[src/rtl/fct_pkg.sv]
`timescale 1ns / 1ps
`default_nettype none

package fct_pkg;

    localparam int DEF_ENTRIES = 64;

    localparam int ADDR_W  = 64;
    localparam int IDENT_W = 32;
    localparam int TIME_W  = 32;
    localparam int CFG_W   = 16;

    localparam logic [6:0]  MAX_SETS_RST = 7'd64;
    localparam logic [15:0] TTL_RST      = 16'd60;
    localparam logic [11:0] GC_INT_RST   = 12'd10;

    // register indexes on the configuration port
    localparam logic [1:0] CFG_MAX_SETS = 2'd0;
    localparam logic [1:0] CFG_TTL      = 2'd1;
    localparam logic [1:0] CFG_GC_INT   = 2'd2;

    typedef enum logic [1:0] {
        OP_FIND    = 2'd0,
        OP_TICK    = 2'd1,
        OP_RELEASE = 2'd2,
        OP_NOP     = 2'd3
    } t_op;

    typedef enum logic [1:0] {
        ST_FOUND   = 2'd0,
        ST_CREATED = 2'd1,
        ST_FULL    = 2'd2,
        ST_DONE    = 2'd3
    } t_status;

    typedef enum logic [2:0] {
        S_CLEAR,
        S_IDLE,
        S_FIND,
        S_SWEEP,
        S_REL
    } t_state;

    typedef struct packed {
        logic [ADDR_W-1:0]  src_high;
        logic [ADDR_W-1:0]  src_low;
        logic [ADDR_W-1:0]  dst_high;
        logic [ADDR_W-1:0]  dst_low;
        logic [IDENT_W-1:0] ident;
    } t_key;

    typedef struct packed {
        logic              valid;
        logic [TIME_W-1:0] expiry;
        t_key              key;
    } t_entry;

    typedef struct packed {
        logic hit;
        logic expired;
    } t_cmp_res;

endpackage

`default_nettype wire

[src/rtl/fct_cmp_unit.sv]
`timescale 1ns / 1ps
`default_nettype none

module fct_cmp_unit
    import fct_pkg::*;
(
    input  wire t_entry              i_entry,
    input  wire t_key                i_key,
    input  wire logic [TIME_W-1:0]   i_now,
    input  wire logic [15:0]         i_ttl,
    output t_cmp_res                 o_res,
    output logic [TIME_W-1:0]        o_expiry
);

    logic [TIME_W:0] sum;

    assign o_res.hit     = i_entry.valid && (i_entry.key == i_key);
    assign o_res.expired = i_entry.valid && (i_entry.expiry < i_now);

    // saturate the new expiry at the top of the time range
    assign sum      = {1'b0, i_now} + {{(TIME_W-15){1'b0}}, i_ttl};
    assign o_expiry = sum[TIME_W] ? '1 : sum[TIME_W-1:0];

endmodule

`default_nettype wire

[config.mk]
export PLATFORM = sky130hd
export DESIGN_NAME = fct_cmp_unit
export DESIGN_NICKNAME = d
export VERILOG_FILES = /design/src/rtl/fct_pkg.sv /design/src/rtl/fct_cmp_unit.sv
export SDC_FILE = /design/constraint.sdc
export NUM_CORES = 1
export LEC_CHECK = 0
export BUFFER_PORTS_ARGS = -buffer_cell sky130_fd_sc_hd__buf_2
export CELL_PAD_IN_SITES_DETAIL_PLACEMENT = 0
export CELL_PAD_IN_SITES_GLOBAL_PLACEMENT = 2
export CORE_AREA = 4 4 264 266
export DETAILED_ROUTE_END_ITERATION = 6
export DIE_AREA = 0 0 268 270
export PLACE_DENSITY_LB_ADDON = 0.1
export SYNTH_ARGS = -nofsm -noshare
export SYNTH_HDL_FRONTEND = slang
export SYNTH_SLANG_ARGS = --single-unit
[constraint.sdc]
create_clock -name vclk -period 2.75
set_input_delay 0.1375 -clock vclk [all_inputs]
set_output_delay 0.1375 -clock vclk [all_outputs]
set_load 0.1 [all_outputs]
# Yosys cells after proc, flatten, opt, wreduce, memory -nomap -nowiden

Index checks and enable logic that the tools add are counted.

Memories kept: 0
Register bits: 0
Memory bits (writable): 0
Output and inout bits: 34
Bits in latches: 0
Bits in read-only memories: 0
Word-level logic and storage cells: 6

Bitwise gates (word level): 0
Mux-type cells: 1
Reduce and logical (&&, ||, !) cells: 2
Multiply operators: 0
Magnitude comparators: 1
Eq/ne operators: 1
Shifts and indexed selects: 0
Add/subtract/negate cells: 1
Divide/modulo/power cells: 0

Operators with widths:

| cell                                      | count |
|---|---|
| 288-bit == test                           | 1 |
| 32-bit by 16-bit adder with 33-bit output | 1 |
| 32-bit < comparator                       | 1 |
| 32-bit two-way mux                        | 1 |
| 1-bit logical AND                         | 2 |

# Longest topological paths before layout

Depth after elaboration: 2
Depth in mapped cells: 10
Gate-level depth less buffers: 8

# Worst setup path before layout

Ideal clock, no wire load.

Path type: in2out
Start: in i_now[0]
End: out o_expiry[23]
Required time: 2.612 ns
Stages: 9
Arrival time: 3.542 ns
Setup slack: -0.930 ns
Path through: ha_1 -> fa_1 -> a211oi_1 -> o211a_4 -> o21ai_4 -> a21oi_2 -> or4_1 -> buf_6 -> a31oi_1

Word-level cells in the longest chain between the ends: 2

RTL lines:

| what                                      | RTL line           | RTL |
|---|---|---|
| from (decl)                               | fct_cmp_unit.sv:9  | `input wire logic [TIME_W-1:0] i_now,` |
| 32-bit by 16-bit adder with 33-bit output | fct_cmp_unit.sv:21 | `assign sum = {1'b0, i_now} + {{(TIME_W-15){1'b0}}, i_ttl};` |
| 32-bit two-way mux                        | fct_cmp_unit.sv:22 | `assign o_expiry = sum[TIME_W] ? '1 : sum[TIME_W-1:0];` |
| to (decl)                                 | fct_cmp_unit.sv:12 | `output logic [TIME_W-1:0] o_expiry` |

Every way passes these cells.

==> results.md <==
* Outcome: finished, final reports clean
* Count leader, synth: inv_1
* Die area at 72,400 um2
* Reg area at 0 um2
* Critical-path top delay cell: or4_4
* Crit path arrival time at 2.54 ns
* Chip height at 270 um
* RSZ-0062 raised after global routing: true
* Fraction of layout cells with a size suffix above 1 at 0.514
* Nature of the critical path endpoint: output port
* FFs & Latches at 0
* DRT Wirelength at 60,200 um
* DR vias/cell at 3.64
* Starting DRT DRC Count at 309
* Total GRT Usage at 0.157
* Yosys cell types at 63
* Max incr delay on CP at 0.58 ns
* Vias in the first global route at 10,200
* Remaining Overflow, GRT at 0
* # port buffers at 691
* Clk_buf instances at 0
* Slew Viols, Final at 0
* Yosys warning total at 0
* Final Worst Setup Slack at 0.0680 ns
* Worst vdd ir at 0.000161 V
* Top cells by area, synth: xnor2_1, ha_1, inv_1
* Worst Path Buf+Inv at 3
* Most used cell, CP: nor4_4
* Net load switching power at 1.40 mW
* Combinational share of power at 1.000
* # setup viols final at 0
* First-pass DRT Iterations at 4
* Fin crit share at 0.975
* Final Hold Slack at 0.731 ns
* # IOs at 691
* Max Cap Viol at 0
* Worst setup SP type: primary input
* Pre-CTS WS at -0.297 ns
* Critical Path, Cell by Cell: buf_2 -> nor2b_1 -> a2111o_1 -> nor4_4 -> buf_4 -> nand4_1 -> or4_4 -> nor4_4 -> buf_12
* Yosys top cell by area: xnor2_1
* Reg power frac at 0
* Synth Area per Inst at 7.01 um2
* Critical path depth at 9
* Largest net degree at the start of global routing at 16
* Post-synth top area share at 0.174
* Seq/Total Area, Yosys at 0
* Crit path to: o_res[1]
* Initial antenna violation count at 79
* Endpoints failing hold at 0
* Sw frac at 0.558
* Crit-path max FO at 2
* Pwr dens at 214 nW/um2
* Core area at 67,000 um2
* Syn nets at 1,543
* CP required at 2.61 ns
* Drc violations at 0
* Fmax at 0.373 GHz
* Internal at 1.11 mW
* Worst-Margin Slew at 0.622 ns
* Critical path class: in -> out
* GP Congestion at 0.819
* Crit-path leading delay family: simple AND/OR/NAND/NOR gates
* Synth-to-Final Area Change at 100%
* Hold_buf cts at 0
* Min-delay worst type: in -> out
* Fin crit period at 2.68 ns
* Clock power share at 0
* Hpwl dp at 58,400 um
* Layout Nets at 2,297
* Std-Cell Rows at 95
* Leak at 5.85 nW
* Initial Util at 0.0876
* DR vias at 9,123
* Wire per inst at 24.0 um
* Post-route antenna net violation count at 0
* Die W at 268 um
* Synth top cells by count: inv_1, xnor2_1, nor2b_1, xor2_1, nand2b_1
* Synth Cell Area at 5870 um2
* Slew HR at 0.582
* First-pass GRT wire length at 79,300 um
* Synth Instances at 838
* CP startpoint: i_key[79]
-- layout make-up --
cell class         count  area, um2
fillers             7892      55300
multi-input cells    696       5550
repair buffers       757       4480
well taps            873       1090
inverters            137        514
diodes                46        115
-- cells in the final DEF, fill, tap and decap left out, drive strengths merged, types with 9 or more instances in the layout --
cell type / instances
a21o: 15
nand3: 16
nor4: 34
a2111o: 17
buf: 757
o2111ai: 14
nor2b: 63
a2111oi: 10
xor2: 50
diode: 46
nor2: 15
xnor2: 117
and3: 15
o21ai: 15
nand4: 35
ha: 47
a21oi: 26
a22oi: 9
o22ai: 34
inv: 137
nand2b: 49
nand2: 32
-- cells by family (layout without fill, tap and decap cells) --
logic type | Yosys count | count (layout) | synth area share
mux | 4 | 4 | 0.00745
other cells | 0 | 46 | 0
simple gates | 282 | 282 | 0.288
buf+inv | 142 | 894 | 0.0948
compound gates | 195 | 195 | 0.257
fa+ha+maj | 48 | 48 | 0.104
xor+xnor | 167 | 167 | 0.249
-- how the worst min path moves through the flow --
stage                    start           end  slack, ns  cells after the start
CTS                  i_now[29]  o_expiry[29]       0.75                      3
finish               i_now[29]  o_expiry[29]       0.73                      3
global placement     i_now[29]  o_expiry[29]       0.73                      3
floorplan           i_key[283]      o_res[1]       0.61                      3
global route         i_now[18]  o_expiry[18]       0.76                      4
detailed placement   i_now[29]  o_expiry[29]       0.74                      3
-- power groups by stage --
stage | Sequential, mW | Clock [mW] | Combinational [mW]
2_1_floorplan | 0 | 0 | 1.23
3_3_place_gp | 0 | 0 | 2.53
3_5_place_dp | 0 | 0 | 2.52
4_1_cts | 0 | 0 | 2.55
5_1_grt | 0 | 0.00000118 | 2.71
6_report | 0 | 0.00000226 | 2.51
-- metrics by stage --
stage / instance area (um2) / total power, mW / instances / util / setup TNS (ns)
floorplan: 5980 / 1.23 / 838 / - / -0.343
global placement: 11500 / 2.53 / 2460 / 0.171 / -5.68
detailed placement: 11500 / 2.52 / 2460 / 0.171 / -6.48
CTS: 11600 / 2.55 / 2460 / 0.173 / 0
global route: 11700 / 2.71 / 2487 / 0.175 / -0.0355
finish: 11800 / 2.51 / 2509 / 0.175 / 0
-- layer usage --
metal | share of wire | routed length, um | track usage | vias to the layer above
li1 | - | - | - | 4602
met1 | 0.35 | 21000 | 0.155 | 3975
met2 | 0.53 | 32000 | 0.300 | 398
met3 | 0.095 | 5700 | 0.0648 | 100
met4 | 0.020 | 1210 | 0.0404 | 48
met5 | 0.0048 | 291 | 0.00811 | -
-- timing repair --
action	4_1_cts	5_1_grt
endpoints found under the setup margin	32	3
buffers inserted	0	3
gates resized for setup	24	4
pin swaps	3	1
No activity file was read; power rests on OpenSTA's default activity.
